==> src/rtl/longest_remaining_time_scheduler_defines.svh <==
// assertion macros for the longest remaining time scheduler
// used by lrts_ctrl, needs clk_i and rst_ni in the including module
`ifndef LONGEST_REMAINING_TIME_SCHEDULER_DEFINES_SVH
`define LONGEST_REMAINING_TIME_SCHEDULER_DEFINES_SVH

// same-cycle implication
`define LRTS_ASSERT_NOW(label, ante, cons) \
  label: assert property (@(posedge clk_i) disable iff (!rst_ni) (ante) |-> (cons)) \
    else $error("lrts assertion failed");

// next-cycle implication
`define LRTS_ASSERT_NEXT(label, ante, cons) \
  label: assert property (@(posedge clk_i) disable iff (!rst_ni) (ante) |=> (cons)) \
    else $error("lrts assertion failed");

`endif

==> src/rtl/lrts_pkg.sv <==
// shared types and constants for the longest remaining time scheduler
// no dependencies
package lrts_pkg;

  localparam int unsigned SLOTS      = 16;
  localparam int unsigned SLOT_W     = $clog2(SLOTS);
  localparam int unsigned BURST_BITS = 16;
  localparam logic [31:0] BURST_MAX  = 32'((64'd1 << BURST_BITS) - 64'd1);

  localparam logic CMD_ARRIVAL = 1'b0;
  localparam logic CMD_TICK    = 1'b1;

  typedef enum logic [1:0] {
    EV_ACCEPT = 2'd0,
    EV_FULL   = 2'd1,
    EV_IDLE   = 2'd2,
    EV_RAN    = 2'd3
  } event_res_e;

  typedef struct packed {
    logic        command;
    logic [7:0]  proc_id;
    logic [15:0] burst_len;
  } in_item_t;

  typedef struct packed {
    event_res_e  event_res;
    logic [7:0]  run_id;
    logic        first_run;
    logic        finished;
    logic [15:0] remaining_after;
    logic [31:0] tick_time;
  } out_item_t;

  typedef struct packed {
    logic load;
    logic step;
    logic commit;
  } dp_cmd_t;

  typedef struct packed {
    logic scan_last;
  } dp_sts_t;

endpackage

==> src/rtl/longest_remaining_time_scheduler.sv <==
// top level of the longest remaining time first scheduler
// depends on lrts_pkg, lrts_ctrl and lrts_dp
//
//   channel  direction  payload      handshake
//   in       input      in_item_t    in_valid_i / in_stall_o
//   out      output     out_item_t   out_valid_o / out_stall_i
//
// each item passes through accept, a table scan of one slot per cycle, and then a commit
// step that updates the slot and loads the result
// reset clears slot valid bits, the time count and the control state at once
// the result register holds while out_stall_i is high; commit waits for it to empty
// in_stall_o is high from accept until commit
module longest_remaining_time_scheduler import lrts_pkg::*; (
  input  logic      clk_i,
  input  logic      rst_ni,
  input  logic      in_valid_i,
  output logic      in_stall_o,
  input  in_item_t  in_item_i,
  output logic      out_valid_o,
  input  logic      out_stall_i,
  output out_item_t out_item_o
);

  dp_cmd_t dp_cmd;
  dp_sts_t dp_sts;

  lrts_ctrl u_ctrl (
    .clk_i       (clk_i),
    .rst_ni      (rst_ni),
    .in_valid_i  (in_valid_i),
    .in_stall_o  (in_stall_o),
    .out_valid_o (out_valid_o),
    .out_stall_i (out_stall_i),
    .sts_i       (dp_sts),
    .cmd_o       (dp_cmd)
  );

  lrts_dp u_dp (
    .clk_i      (clk_i),
    .rst_ni     (rst_ni),
    .in_item_i  (in_item_i),
    .cmd_i      (dp_cmd),
    .sts_o      (dp_sts),
    .out_item_o (out_item_o)
  );

endmodule

==> src/rtl/lrts_dp.sv <==
// datapath: slot table, time counter, slot scan and result register
// depends on lrts_pkg
module lrts_dp import lrts_pkg::*; (
  input  logic      clk_i,
  input  logic      rst_ni,
  input  in_item_t  in_item_i,
  input  dp_cmd_t   cmd_i,
  output dp_sts_t   sts_o,
  output out_item_t out_item_o
);

  logic [SLOTS-1:0]      slot_valid_q;
  logic [7:0]            slot_proc_q  [SLOTS];
  logic [BURST_BITS-1:0] slot_rem_q   [SLOTS];
  logic                  slot_started_q [SLOTS];
  logic [31:0]           slot_start_q [SLOTS];
  logic [31:0]           time_q;

  logic                  cmd_q;
  logic [7:0]            pid_q;
  logic [BURST_BITS-1:0] burst_q;
  logic [SLOT_W-1:0]     idx_q;
  logic                  found_q;
  logic [SLOT_W-1:0]     best_idx_q;
  logic [BURST_BITS-1:0] best_rem_q;
  logic                  best_started_q;
  logic [31:0]           best_start_q;
  logic [7:0]            best_proc_q;
  out_item_t             out_q;
  out_item_t             out_d;

  logic [BURST_BITS-1:0] burst_sat;
  logic [BURST_BITS-1:0] cur_rem;
  logic                  cur_started;
  logic [31:0]           cur_start;
  logic                  rem_gt, rem_eq, take_tick, take_arr, take;
  logic [BURST_BITS-1:0] new_rem;
  logic                  is_done;

  always_comb begin
    if (32'(in_item_i.burst_len) > BURST_MAX) begin
      burst_sat = BURST_BITS'(BURST_MAX);
    end else begin
      burst_sat = BURST_BITS'(in_item_i.burst_len);
    end
  end

  assign cur_rem     = slot_rem_q[idx_q];
  assign cur_started = slot_started_q[idx_q];
  assign cur_start   = slot_start_q[idx_q];
  assign rem_gt      = cur_rem > best_rem_q;
  assign rem_eq      = cur_rem == best_rem_q;
  assign take_tick   = slot_valid_q[idx_q] && (!found_q || rem_gt ||
                       (rem_eq && cur_started && !best_started_q) ||
                       (rem_eq && cur_started && best_started_q && cur_start > best_start_q));
  assign take_arr    = !slot_valid_q[idx_q] && !found_q;
  assign take        = (cmd_q == CMD_TICK) ? take_tick : take_arr;
  assign new_rem     = best_rem_q - BURST_BITS'(1);
  assign is_done     = new_rem == '0;

  assign sts_o.scan_last = idx_q == SLOT_W'(SLOTS - 1);
  assign out_item_o      = out_q;

  // item capture and scan
  always_ff @(posedge clk_i) begin
    if (cmd_i.load) begin
      cmd_q   <= in_item_i.command;
      pid_q   <= in_item_i.proc_id;
      burst_q <= burst_sat;
      idx_q   <= '0;
      found_q <= 1'b0;
    end else if (cmd_i.step) begin
      idx_q <= idx_q + SLOT_W'(1);
      if (take) begin
        found_q        <= 1'b1;
        best_idx_q     <= idx_q;
        best_rem_q     <= cur_rem;
        best_started_q <= cur_started;
        best_start_q   <= cur_start;
        best_proc_q    <= slot_proc_q[idx_q];
      end
    end
  end

  // result of the item in flight
  always_comb begin
    out_d           = '0;
    out_d.tick_time = time_q;
    if (cmd_q == CMD_ARRIVAL) begin
      out_d.run_id = pid_q;
      if (burst_q == '0) begin
        out_d.event_res = EV_ACCEPT;
      end else if (found_q) begin
        out_d.event_res       = EV_ACCEPT;
        out_d.remaining_after = 16'(burst_q);
      end else begin
        out_d.event_res = EV_FULL;
      end
    end else if (!found_q) begin
      out_d.event_res = EV_IDLE;
    end else begin
      out_d.event_res       = EV_RAN;
      out_d.run_id          = best_proc_q;
      out_d.first_run       = !best_started_q;
      out_d.finished        = is_done;
      out_d.remaining_after = 16'(new_rem);
    end
  end

  // slot payload and result register
  always_ff @(posedge clk_i) begin
    if (cmd_i.commit) begin
      out_q <= out_d;
      if (cmd_q == CMD_ARRIVAL) begin
        if (burst_q != '0 && found_q) begin
          slot_proc_q[best_idx_q]    <= pid_q;
          slot_rem_q[best_idx_q]     <= burst_q;
          slot_started_q[best_idx_q] <= 1'b0;
          slot_start_q[best_idx_q]   <= '0;
        end
      end else if (found_q) begin
        slot_rem_q[best_idx_q] <= new_rem;
        if (!best_started_q) begin
          slot_started_q[best_idx_q] <= 1'b1;
          slot_start_q[best_idx_q]   <= time_q;
        end
      end
    end
  end

  // valid bits and time count
  always_ff @(posedge clk_i or negedge rst_ni) begin
    if (!rst_ni) begin
      slot_valid_q <= '0;
      time_q       <= '0;
    end else if (cmd_i.commit) begin
      if (cmd_q == CMD_ARRIVAL) begin
        if (burst_q != '0 && found_q) begin
          slot_valid_q[best_idx_q] <= 1'b1;
        end
      end else begin
        time_q <= time_q + 32'd1;
        if (found_q && is_done) begin
          slot_valid_q[best_idx_q] <= 1'b0;
        end
      end
    end
  end

endmodule

==> src/rtl/lrts_ctrl.sv <==
// controller: accept, slot scan and commit sequencing, output valid
// depends on lrts_pkg and longest_remaining_time_scheduler_defines.svh
`include "longest_remaining_time_scheduler_defines.svh"
module lrts_ctrl import lrts_pkg::*; (
  input  logic    clk_i,
  input  logic    rst_ni,
  input  logic    in_valid_i,
  output logic    in_stall_o,
  output logic    out_valid_o,
  input  logic    out_stall_i,
  input  dp_sts_t sts_i,
  output dp_cmd_t cmd_o
);

  typedef enum logic [1:0] {
    S_IDLE,
    S_SCAN,
    S_COMMIT
  } state_e;

  state_e state_q, state_d;
  logic   out_valid_q, out_valid_d;
  logic   out_free;

  assign out_free    = !out_valid_q || !out_stall_i;
  assign in_stall_o  = state_q != S_IDLE;
  assign out_valid_o = out_valid_q;

  always_comb begin
    state_d     = state_q;
    cmd_o       = '0;
    out_valid_d = out_valid_q && out_stall_i;
    unique case (state_q)
      S_IDLE: begin
        if (in_valid_i) begin
          cmd_o.load = 1'b1;
          state_d    = S_SCAN;
        end
      end
      S_SCAN: begin
        cmd_o.step = 1'b1;
        if (sts_i.scan_last) begin
          state_d = S_COMMIT;
        end
      end
      S_COMMIT: begin
        if (out_free) begin
          cmd_o.commit = 1'b1;
          out_valid_d  = 1'b1;
          state_d      = S_IDLE;
        end
      end
      default: state_d = S_IDLE;
    endcase
  end

  always_ff @(posedge clk_i or negedge rst_ni) begin
    if (!rst_ni) begin
      state_q     <= S_IDLE;
      out_valid_q <= 1'b0;
    end else begin
      state_q     <= state_d;
      out_valid_q <= out_valid_d;
    end
  end

  `LRTS_ASSERT_NEXT(a_accept_scan, in_valid_i && !in_stall_o, state_q == S_SCAN)
  `LRTS_ASSERT_NEXT(a_scan_end, state_q == S_SCAN && sts_i.scan_last, state_q == S_COMMIT)
  `LRTS_ASSERT_NOW(a_valid_from_commit, $rose(out_valid_q), $past(state_q) == S_COMMIT)
  `LRTS_ASSERT_NEXT(a_commit_shows, cmd_o.commit, out_valid_q && state_q == S_IDLE)

endmodule

==> config.mk <==
export PLATFORM = sky130hd
export DESIGN_NAME = longest_remaining_time_scheduler
export DESIGN_NICKNAME = d
export VERILOG_FILES = /design/src/rtl/lrts_pkg.sv /design/src/rtl/longest_remaining_time_scheduler.sv /design/src/rtl/lrts_dp.sv /design/src/rtl/lrts_ctrl.sv
export VERILOG_INCLUDE_DIRS = /design/src /design/src/rtl
export SDC_FILE = /design/constraint.sdc
export NUM_CORES = 1
export LEC_CHECK = 0
export BUFFER_PORTS_ARGS = -buffer_cell sky130_fd_sc_hd__buf_2
export CAP_MARGIN = 0
export CORE_MARGIN = 1.5
export CORE_UTILIZATION = 50
export DETAILED_ROUTE_END_ITERATION = 16
export PLACE_DENSITY = 0.68
export SLEW_MARGIN = 20
export SYNTH_ARGS = -nofsm -noshare
export SYNTH_HDL_FRONTEND = slang
export SYNTH_SLANG_ARGS = --single-unit
==> constraint.sdc <==
create_clock -name clk_i -period 9 [get_ports clk_i]
set_input_delay 0.9 -clock clk_i [delete_from_list [all_inputs] [get_ports clk_i]]
set_output_delay 0.9 -clock clk_i [all_outputs]
set_load 0.03 [all_outputs]
==> run summary <==
Status - finished, final reports clean
Largest family of logic cells by synthesized area - multiplexers
Crit end category - register
Share of cells above drive strength 1 - 27.3%
Worst hold path type - input port to asynchronous set/reset pin
DRC - 0
Sequential share of the synthesized area - 75.8%
Vias in the first global route - 22200
Critical R2R Capture - u_dp.best_start_q[27]
Fin crit share - 64.0%
Num CTS Buffers - 106
Least-Margin Pin Slew - 1.17 ns
Clock buffer depth - 3
CP startpoint kind - register
Post-DP HPWL - 54.6 mm
Avg Cell Area, Syn - 20.9 um2
Horiz. Die Dim - 299 um
Die H - 299 um
Top cell family by delay on the critical path - buffers and inverters
Cts repair resizes - 0
Clock Sinks - 1118
WP buf/inv - 2
Mux cell area share after synthesis - 14.9%
Ports - 91
Drt first pass iters - 7
Relative slew slack - 21.8%
Crit-path slowest cell - dfxtp_4
Worst path arrival time - 6.05 ns
Placed Area - 46100 um2
Adder-cell share of the synthesized area - 1.48%
TNS Setup - 0 ns
Largest net degree at the start of global routing - 66
GPL Wtd Cong - 0.867
First-pass GRT wire length - 145 mm
Flops & latches, synth - 1118
Antenna Violating Nets Remaining - 0
NumNets Final - 2353
Leakage power - 17.8 nW
Most frequent cells in the layout - 1058 x edfxtp_1, 290 x mux4_2, 106 x clkbuf_16, 90 x buf_2, 86 x nand2_1
CTS tree - done
Initial Util - 50.5%
Max Cap Viol - 0
Vias per std cell - 6.03
Tot GR Track Use - 22.2%
Placement Rows - 108
Compound-Gate Fraction of Synth Area - 1.67%
Final Hold Viols - 0
Antenna violations before repair - 0
Leading cell type in the layout, fill and taps excluded - edfxtp_1
WL/cell - 27.7 um
Maximum vdd drop - 0.188 mV
Number of buffers added for setup after CTS - 0
Initial detailed-routing violation count - 2228
Clock transition at the registers of the reported paths - 0.06 ns
Hold_buf cts - 0
RSZ-0062 raised after global routing - no
Setup violations, final - 0
Syn Nets - 2177
Clk root buf - clkbuf_16
Cells along the critical path - buf_4, mux4_2, mux4_2, ha_1, nand4_1, nor4_1, a21boi_0, o41a_1, nor3_1, o21ai_4, buf_4
DR vias - 21200
FF-to-FF setup slack - 3.24 ns
Skew-Pair Late Insertion Delay - 0.68 ns
Post-Syn Instances - 2096
Fmax - 174 MHz
Primary FF master, synth - edfxtp_1
Post-Syn Area - 43900 um2
Critical path type - register to register
Post-Layout Inst Area - 49700 um2
Synth Area in Simple Gates - 3.77%
Total gr overflow - 0
Yosys Warn Count - 0
H-tree levels - 3
Core Footprint - 86900 um2
Clock skew - 0.0396 ns
Port bufs - 90
Layout area overhead - 13.3%
Total Die Area - 89500 um2
Post-synth ARST share - 4.56%
FF-to-FF path depth - 11
Final Slew Violations - 0
Critical path fanouts, max - 56
Post-synth EDFFs - 1058
Cell variety after synth - 58
Minimum clock period - 5.76 ns
Hold_ws - 0.364 ns
Routed wire length - 97.5 mm
Power Density - 260 nW/um2
Post-Synth XOR/XNOR Area - 0.996%
Worst EP required - 9.28 ns
Slowest stage delay, CP - 0.93 ns
worst reg2reg max path: cells and delay by family (launching register included):
kind / cells / cell delay, ns
AO/OA/AOI/OAI: 3 / 1.09
buffers and inverters: 2 / 1.41
multiplexers: 2 / 0.97
flip-flops: 1 / 0.93
AND/OR/NAND/NOR: 3 / 0.61
adder cells (fa/ha/maj): 1 / 0.33
power breakdown:
| part | total, mW | internal (mW) | switching, mW |
|---|---|---|---|
| clock network | 4.48 | 2.57 | 1.91 |
| logic | 2.25 | 1.08 | 1.17 |
| registers | 6.18 | 5.88 | 0.303 |
kinds of logic (layout without fill, tap and decap cells):
group | Yosys count | after routing
muxes | 292 | 292
xor gates and xnor gates | 49 | 49
other | 0 | 2
DFF | 1118 | 1118
buffers and inverters | 152 | 418
AOI/OAI and AO/OA | 113 | 113
and+or+nand+nor | 320 | 320
adders and majority gates | 52 | 52
synth_stat cells, drive strengths merged (3+ instances only):
library cell | count | area (um2)
edfxtp | 1058 | 31800
mux4 | 290 | 6530
nand2 | 86 | 323
nor2 | 71 | 267
inv | 62 | 233
clkbuf | 58 | 218
ha | 52 | 651
dfrtp | 51 | 1280
o21ai | 48 | 240
xnor2 | 40 | 358
and2 | 36 | 225
buf | 32 | 153
nand3 | 27 | 135
nand4 | 23 | 144
a21o | 22 | 165
a21oi | 14 | 70.1
nor2b | 13 | 81.3
and3 | 11 | 68.8
nor3 | 11 | 60.1
nor4 | 10 | 92.6
dfxtp | 9 | 180
xor2 | 9 | 78.8
nand2b | 7 | 43.8
or4 | 7 | 52.6
and4 | 6 | 52.6
o31ai | 6 | 45.0
o2111ai | 4 | 35.0
or2 | 3 | 18.8
worst max path at each step:
stage / endpoint / cells after the start
6_report: u_dp.best_start_q[27] / 11
5_1_grt: u_dp.best_start_q[27] / 11
4_1_cts: u_dp.best_start_q[27] / 11
3_5_place_dp: u_dp.best_start_q[25] / 11
3_3_place_gp: u_dp.best_start_q[24] / 11
2_1_floorplan: u_dp.best_idx_q[0] / 12
sequential cells by signal, summed over array words and instances (netlist names), 8 cells and up, named ones only:
signal / cells
u_dp.pid_q: 8
u_dp.best_proc_q: 8
u_dp.best_start_q: 32
u_dp.slot_proc_q: 128
u_dp.slot_started_q: 16
u_dp.time_q: 32
u_dp.out_item_o: 60
u_dp.slot_start_q: 512
u_dp.best_rem_q: 16
u_dp.slot_rem_q: 256
u_dp.burst_q: 16
area by class of cell:
cell class              instances  area, um2
multi-input cells             826      10200
well taps                    1155       1450
clock inverters                48        627
clock buffers                 150       2920
fillers                      6229      37200
diodes                          2       5.00
repair buffers                158        986
flip-flops and latches       1118      33200
inverters                      62        234
per-layer routing:
metal  vias to the layer above  part of all wire, %  GRT usage, %  routed length, um
met3                       156                  6.9          3.25               6770
met1                     11300                   41          31.3              39800
met5                         -                    0             0                  0
met4                         0                  2.0          5.52               1980
met2                       809                   50          36.8              48900
li1                       8952                    -             -                  -
per-stage QoR:
| step | power (mW) | setup WS (ns) | utilization (%) | instances |
|---|---|---|---|---|
| 2_1_floorplan | 7.91 | 0.534 | - | 2096 |
| 3_3_place_gp | 8.52 | 3.27 | 53.1 | 3319 |
| 3_5_place_dp | 8.57 | 3.23 | 53.1 | 3319 |
| 4_1_cts | 13.0 | 3.21 | 57.1 | 3517 |
| 5_1_grt | 13.4 | 2.89 | 57.2 | 3517 |
| 6_report | 12.9 | 3.24 | 57.2 | 3519 |
Power figures use the tool's default switching activity.
